<file path="src/rtl/row_lock_manager_unit_assert.svh">
// assertion macros shared by the row lock manager
`ifndef ROW_LOCK_MANAGER_UNIT_ASSERT_SVH
`define ROW_LOCK_MANAGER_UNIT_ASSERT_SVH

// same-cycle implication, disabled while in reset
`define RLM_ASSERT_IMPL(label, clk, rst_n, ante, cons) \
  label: assert property (@(posedge clk) disable iff (!rst_n) (ante) |-> (cons)) \
    else $error("assertion failed");

// next-cycle implication, disabled while in reset
`define RLM_ASSERT_NEXT(label, clk, rst_n, ante, cons) \
  label: assert property (@(posedge clk) disable iff (!rst_n) (ante) |=> (cons)) \
    else $error("assertion failed");

`endif

</file>
<file path="src/rtl/rlm_pkg.sv">
// ----------------------------------------------------------------------------
// rlm_pkg
// types, codes and helpers shared by the row lock manager modules
// ----------------------------------------------------------------------------
package rlm_pkg;

  localparam int unsigned TsW = 64;
  localparam int unsigned IdW = 32;

  typedef enum logic [2:0] {
    ST_GRANT    = 3'd0,
    ST_WAIT     = 3'd1,
    ST_ABORT    = 3'd2,
    ST_RELEASED = 3'd3,
    ST_ERROR    = 3'd4
  } rlm_status_e;

  typedef enum logic [1:0] {
    POL_NO_WAIT   = 2'd0,
    POL_WAIT_DIE  = 2'd1,
    POL_DEADLOCK  = 2'd2,
    POL_CALVIN    = 2'd3
  } rlm_policy_e;

  typedef enum logic [1:0] {
    HM_NONE      = 2'd0,
    HM_SHARED    = 2'd1,
    HM_EXCLUSIVE = 2'd2
  } rlm_hmode_e;

  typedef enum logic [3:0] {
    S_IDLE,
    S_ACQ_HEAD,
    S_ACQ_OWN,
    S_ACQ_POS,
    S_REL_OWN,
    S_REL_WAIT,
    S_PCHK,
    S_OUT
  } rlm_state_e;

  localparam logic [2:0] RegPolicy = 3'd0;

  typedef struct packed {
    logic lt;
    logic gt;
    logic eq;
  } rlm_cmp_t;

  function automatic logic modes_conflict(input logic [1:0] held, input logic [1:0] want);
    logic res;
    res = 1'b0;
    if ((held != HM_NONE) && (want != HM_NONE)) begin
      res = (held == HM_EXCLUSIVE) || (want == HM_EXCLUSIVE);
    end
    return res;
  endfunction

  // request mode bit (0 shared, 1 exclusive) to held-mode code
  function automatic logic [1:0] to_hmode(input logic mode_bit);
    return mode_bit ? HM_EXCLUSIVE : HM_SHARED;
  endfunction

endpackage

</file>
<file path="src/rtl/rlm_cmp.sv">
// ----------------------------------------------------------------------------
// rlm_cmp
// shared 64-bit magnitude and equality comparator used by every scan step
// ----------------------------------------------------------------------------
module rlm_cmp
  import rlm_pkg::*;
(
  input  logic [TsW-1:0] a_i,
  input  logic [TsW-1:0] b_i,
  output rlm_cmp_t       res_o
);

  assign res_o.lt = a_i < b_i;
  assign res_o.gt = a_i > b_i;
  assign res_o.eq = a_i == b_i;

endmodule

</file>
<file path="config.mk">
export PLATFORM = sky130hd
export DESIGN_NAME = rlm_cmp
export DESIGN_NICKNAME = d
export VERILOG_FILES = /design/src/rtl/row_lock_manager_unit_assert.svh /design/src/rtl/rlm_pkg.sv /design/src/rtl/rlm_cmp.sv
export SDC_FILE = /design/constraint.sdc
export NUM_CORES = 1
export LEC_CHECK = 0
export BUFFER_PORTS_ARGS = -buffer_cell sky130_fd_sc_hd__buf_2
export CAP_MARGIN = 20
export CORE_ASPECT_RATIO = 0.75
export CORE_MARGIN = 3
export CORE_UTILIZATION = 42
export DETAILED_ROUTE_END_ITERATION = 10
export PLACE_DENSITY = 0.94
export SLEW_MARGIN = 15
export SYNTH_ARGS = -nofsm -noshare
export SYNTH_HDL_FRONTEND = slang
export SYNTH_SLANG_ARGS = --single-unit
</file>
<file path="constraint.sdc">
create_clock -name vclk -period 2.8
set_clock_uncertainty 0.1 [all_clocks]
set_input_delay 0.14 -clock vclk [all_inputs]
set_output_delay 0.14 -clock vclk [all_outputs]
set_load 0.01 [all_outputs]
</file>
After elaboration in Yosys (flattened, before gate mapping)
Index checks and enable logic that the tools add are counted.
{"block": "op_classes", "magnitude_cmp": 2, "n_eq_ne": 1}
{"operator": "== test 64 bit", "count": 1}
{"operator": "greater-than comparator 64 bit", "count": 1}
{"operator": "less-than comparator 64 bit", "count": 1}
{"block": "word_totals", "elab_cells": 3, "out_inout_bits": 3, "regBits": 0}

Depth between registers and ports, before layout
Gate-level depths: netlist (run 1).
{"block": "depth", "ltp_word": 1, "ltp_mapped": 8, "depth_no_buf": 8}

Worst setup path before layout (run 1)
OpenSTA, ideal clock, no wires.
{"block": "synth_path", "path_kind": "input to output", "startpoint": "input port b_i[14]", "endpoint": "output port res_o[2] (netlist bit)", "t_required_ns": 2.560, "arrival_ns": 1.876, "path_stages": 8, "slack_ns": 0.684, "path_buffers": 0, "cell_sequence": "inv_1 > ha_1 > a21oi_2 > nand2_1 > a221o_1 > or3_1 > a2111oi_2 > and2_1"}
{"element": "from (decl)", "line_no": "rlm_cmp.sv:9", "text": "input logic [TsW-1:0] b_i,"}
{"element": "to (decl)", "line_no": "rlm_cmp.sv:10", "text": "output rlm_cmp_t res_o"}

==> results of run 1 <==
power by group through the flow:
stage,Clock [mW],Sequential (mW),Combinational [mW]
6_report,0,0,0.295
5_1_grt,0,0,0.342
4_1_cts,0,0,0.297
3_5_place_dp,0,0,0.295
3_3_place_gp,0,0,0.283
2_1_floorplan,0,0,0.162
worst max-delay path: cells and delay by family:
family                   cells  cell delay (ns)
buffers and inverters        2             0.23
AND/OR/NAND/NOR              2             0.56
AO/OA/AOI/OAI                4             0.88
adder cells (fa/ha/maj)      1             0.30
synth_stat cells (all sizes together):
cell type	n	share of area, %
ha	64	50
inv	64	15
a21oi	25	8.2
nand2	13	3.0
nand4	13	5.0
nand3	9	2.8
nor2	6	1.4
a21o	5	2.3
o21ai	5	1.8
a221o	3	1.9
nor4	3	1.2
a21boi	2	0.93
a221oi	2	1.1
and2	2	0.77
a2111oi	1	0.93
a31oi	1	0.39
and4	1	0.54
nand2b	1	0.39
nor2b	1	0.39
nor3	1	0.31
o211ai	1	0.46
o21bai	1	0.46
o31a	1	0.54
or3	1	0.39
or4	1	0.46
cell type report:
cell class                      instances  area [sq um]
Inverter                               64           240
Multi-Input combinational cell        163          1380
Timing Repair Buffer                  132           663
Fill cell                             296          1150
Tap cell                               50          62.6
cells in the final DEF, fill, tap and decap left out, drive strengths merged:
cell / n
nor2: 6
a21oi: 25
nor2b: 1
or4: 1
nor4: 3
a2111oi: 1
or3: 1
a221oi: 2
a21o: 5
o21bai: 1
o31a: 1
and2: 2
nand2: 13
ha: 64
buf: 132
inv: 64
a31oi: 1
a221o: 3
nand3: 9
nand4: 13
nand2b: 1
o21ai: 5
o211ai: 1
and4: 1
a21boi: 2
nor3: 1
per-layer routing:
layer  global-route usage (%)  wire length [um]  vias up
li1                         -                 -     1063
met1                     24.5              2100      870
met2                     36.7              2280       68
met3                     1.36               237        2
met4                     1.78                 7        0
met5                        0                 0        -
cell families after synthesis:
| family | synth area share, % |
|---|---|
| compound gates | 19.0 |
| buf+inv | 14.9 |
| fa+ha+maj | 49.5 |
| simple gates | 16.6 |
path summary, 6_finish.rpt:
| check | to |
|---|---|
| worst max-delay path | res_o[2] |
| worst min-delay path | res_o[0] |
==> impl_metrics.tcl, run 1 <==
set metrics [dict create \
    die_x_um 77.6 \
    syn_area_sq_um 1620 \
    final_cell_area_sq_um 2340 \
    p_clk_share_pct 0 \
    setup_tns_ns 0 \
    drt-wirelength-per-cell_um 11.3 \
    numPortBuffers 131 \
    leakage_nw 1.55 \
    startpoint "a_i[5]" \
    cts_hold_buf 0 \
    die_h_um 59.7 \
    final_net_count 553 \
    layout_min_cycle_time_ns 2.37 \
    end_kind "output port" \
    gp_congestion 0.810 \
    drtAntennaViolNets 0 \
    clock.fmax_mhz 422 \
    slew_violations 0 \
    synthCells 227 \
    cp_cell_sequence "buf_2 -> ha_1 -> a21oi_1 -> o21ai_2 -> a221o_1 -> or3_1 -> a2111oi_2 -> and2_1 -> buf_2" \
    critPathMaxStageDelay_ns 0.38 \
    timing.hold.ws_ns 0.748 \
    relSlewSlack_pct 75.6 \
    vias 2003 \
    track_usage_pct 19.1 \
    worst_slew_pin_slew_ns 0.363 \
    cp_max_fo 2 \
    grt_max_degree 4 \
    drtIter0Drc 35 \
    slowest_stage "or3_1" \
    dp_hpwl_mm 4.42 \
    drt_wl_total_mm 4.62 \
    synth_warnings 0 \
    core_sq_um 3490 \
    area_growth_pct 44.9 \
    seqPwrFrac_pct 0 \
    report.power.total_mw 0.295 \
    dp_cells 409 \
    hold_violations 0 \
    worstHoldStart "a_i[2]" \
    power_density_nw_per_um2 126 \
    fin_cells 409 \
    max-vdd-ir-drop_mv 0.0740 \
    post_cts_buffers 0 \
    utilization_pct 67.1 \
    placed_area_sq_um 2340 \
    drive_above_1_share_pct 37.9 \
    cp.required_ns 2.56 \
    diodes 0 \
    grt_pass1_vias 1983 \
    synthDistinctLibCells 27 \
    power_switching_share_pct 46.3 \
    crit_type "in -> out" \
    fin_crit_sh_pct 84.6 \
    fin_ws_ns 0.432 \
    p_sw_mw 0.137 \
    globalRouteOverflowTotal 0 \
    cp-start-kind "input port" \
    syn_avg_cell_area_sq_um 7.12 \
    antenna_found_initial 0 \
    seq_cell_count 0 \
    ioPinCount 131 \
    drv_cap 0 \
    seq_area_frac_synth_pct 0 \
    initial_core_util_pct 46.3 \
    status "complete, no violations" \
    setup_viol 0 \
    crit_arrival_ns 2.13 \
    whs_path_depth 5 \
    rsz0062_at_grt "no" \
    detailedRoute.firstPassIterationCount 4 \
    vias_per_cell 4.90 \
    clockBufferCount 0 \
    ctsResizeCount 0 \
    p_comb_share_pct 100.0 \
    regArea_sq_um 0 \
    hp-class "in -> out" \
    place_ws_ns 0.430 \
    num_rows 18 \
    drc 0 \
    intPower_mw 0.158 \
    die_area_sq_um 4640 \
    grt_pass1_wl_mm 7.63 \
    syn_nets 419 \
    crit_top_cell "buf_2" \
]
Power figures use the tool's default switching activity.
==> run 2: changes to the inputs <==
CORE_UTILIZATION = 38   (was 42)
PLACE_DENSITY = 0.9   (was 0.94)
clock period = 2.1 ns   (was 2.8 ns; I/O delays follow)
==> run 2 against run 1 <==
Flip-flop and latch count did not move. Highest routed layer unchanged. Core utilization rose by 6.9 points. Critical endpoint unchanged. Count of clock-buffer cells in the layout did not move. Non-clock buffer count rose by 7. Critical path depth rose by 1. Combinational power rose by 75%. The run now ends with negative setup slack left. Total power rose by 75%. Final cell count rose by 2.2%. Sequential share of layout area did not move.
==> impl_metrics.tcl, run 2 (synthesis gave the netlist of run 1 again) <==
set metrics [dict create \
    status "complete, but fails checks" \
    violations "negative setup slack" \
    numPortBuffers 131 \
    worst_slew_pin_slew_ns 0.301 \
    path_delay_family "compound AO/OA/AOI/OAI gates" \
    drt-wirelength-per-cell_um 13.5 \
    cts_hold_buf 0 \
    crit_top_cell "buf_6" \
    leakage_nw 1.61 \
    mostFrequentLayoutCell "buf_2" \
    power_density_nw_per_um2 180 \
    clock.fmax_mhz 459 \
    dp_cells 417 \
    area_growth_pct 77.3 \
    cp_num_buf_inv 3 \
    setup_tns_ns -0.0992 \
    die_area_sq_um 5080 \
    drive_above_1_share_pct 53.3 \
    ioPinCount 131 \
    regArea_sq_um 0 \
    die_x_um 81.3 \
    hp-class "in -> out" \
    vias_per_cell 4.94 \
    setup_viol 2 \
    globalRouteOverflowTotal 0 \
    drtAntennaViolNets 0 \
    clockBufferCount 0 \
    fin_crit_sh_pct 104 \
    diodes 0 \
    layout_min_cycle_time_ns 2.18 \
    critPathMaxStageDelay_ns 0.34 \
    drv_cap 0 \
    rsz0062_at_grt "yes" \
    dp_hpwl_mm 4.53 \
    min_to "res_o[0]" \
    whs_path_depth 5 \
    drtIter0Drc 68 \
    worstHoldStart "a_i[2]" \
    grt_pass1_wl_mm 8.07 \
    antenna_found_initial 0 \
    hold_violations 0 \
    final_cell_area_sq_um 2870 \
    die_h_um 62.5 \
    drt_wl_total_mm 5.63 \
    cp.required_ns 1.89 \
    slew_violations 0 \
    cp_max_fo 2 \
    cp-start-kind "input port" \
    final_cell_mix "buf_2 (112), inv_1 (46), ha_1 (42), ha_4 (22), a21oi_1 (21)" \
    core_sq_um 3870 \
    grt_pass1_vias 2027 \
    cp_cell_sequence "buf_6 -> inv_4 -> ha_4 -> a21oi_2 -> o21ai_2 -> a221o_1 -> or3_4 -> a2111oi_4 -> and2_4 -> buf_6" \
    vias 2063 \
    drc 0 \
    seq_cell_count 0 \
    final_net_count 560 \
    placed_area_sq_um 2390 \
    gp_congestion 0.791 \
    fin_ws_ns -0.0788 \
    track_usage_pct 18.9 \
    end_kind "output port" \
    fin_cells 418 \
    grt_max_degree 4 \
    max-vdd-ir-drop_mv 0.114 \
    crit_arrival_ns 1.97 \
    detailedRoute.firstPassIterationCount 4 \
    relSlewSlack_pct 80.0 \
    slowest_stage "or3_4" \
    crit_type "in -> out" \
    num_rows 19 \
    initial_core_util_pct 41.7 \
]
-- run 2: cell count changes in the layout (fill, tap and decap cells not counted), moves of 7 or more --
cell / previous run / this run
ha_1: 64 / 42
buf_2: 131 / 112
inv_1: 64 / 46
inv_2: 0 / 15
ha_4: 0 / 22
buf_4: 1 / 8
buf_6: 0 / 19
-- run 2: timing repair --
action,in CTS,in global routing
setup buffers,0,2
hold endpoints to repair,0,0
pin swaps,13,25
gates resized for setup,20,56
setup endpoints to repair,3,3
-- run 2: how the worst max path moves through the flow --
stage / endpoint / slack, ns / cells after the start / startpoint
CTS: res_o[2] / -0.1 / 11 / b_i[11]
floorplan: res_o[2] / 0.05 / 8 / b_i[14]
global placement: res_o[2] / -0.16 / 9 / a_i[14]
detailed placement: res_o[2] / -0.26 / 9 / a_i[14]
finish: res_o[2] / -0.08 / 10 / b_i[7]
global route: res_o[2] / -0.14 / 10 / b_i[6]
-- run 2: layout make-up --
| class | instances | area [sq um] |
|---|---|---|
| Multi-Input combinational cell | 163 | 1720 |
| Fill cell | 316 | 1010 |
| Timing Repair Buffer | 139 | 835 |
| Inverter | 64 | 248 |
| Tap cell | 52 | 65.1 |
-- run 2: through the flow --
stage               setup WS, ns  total power [mW]  hold slack [ns]  util, %
floorplan                 0.0536             0.216            0.452        -
CTS                      -0.0977             0.442            0.671     65.5
global route              -0.138             0.584            0.706     74.0
finish                   -0.0788             0.516            0.681     74.0
global placement          -0.155             0.387            0.673     61.7
detailed placement        -0.260             0.404            0.670     61.7
-- run 2: metal layers --
layer	track usage, %	vias up	part of all wire [%]
met2	38.5	81	54
li1	-	1074	-
met5	0	-	0
met4	2.95	0	1.2
met1	20.6	902	38
met3	1.73	6	7.0
-- run 2: report_power, final --
group / total [mW] / switching, mW / internal [mW]
Combinational: 0.516 / 0.230 / 0.287
Clock: 0 / 0 / 0
Sequential: 0 / 0 / 0
Total: 0.516 / 0.230 / 0.287
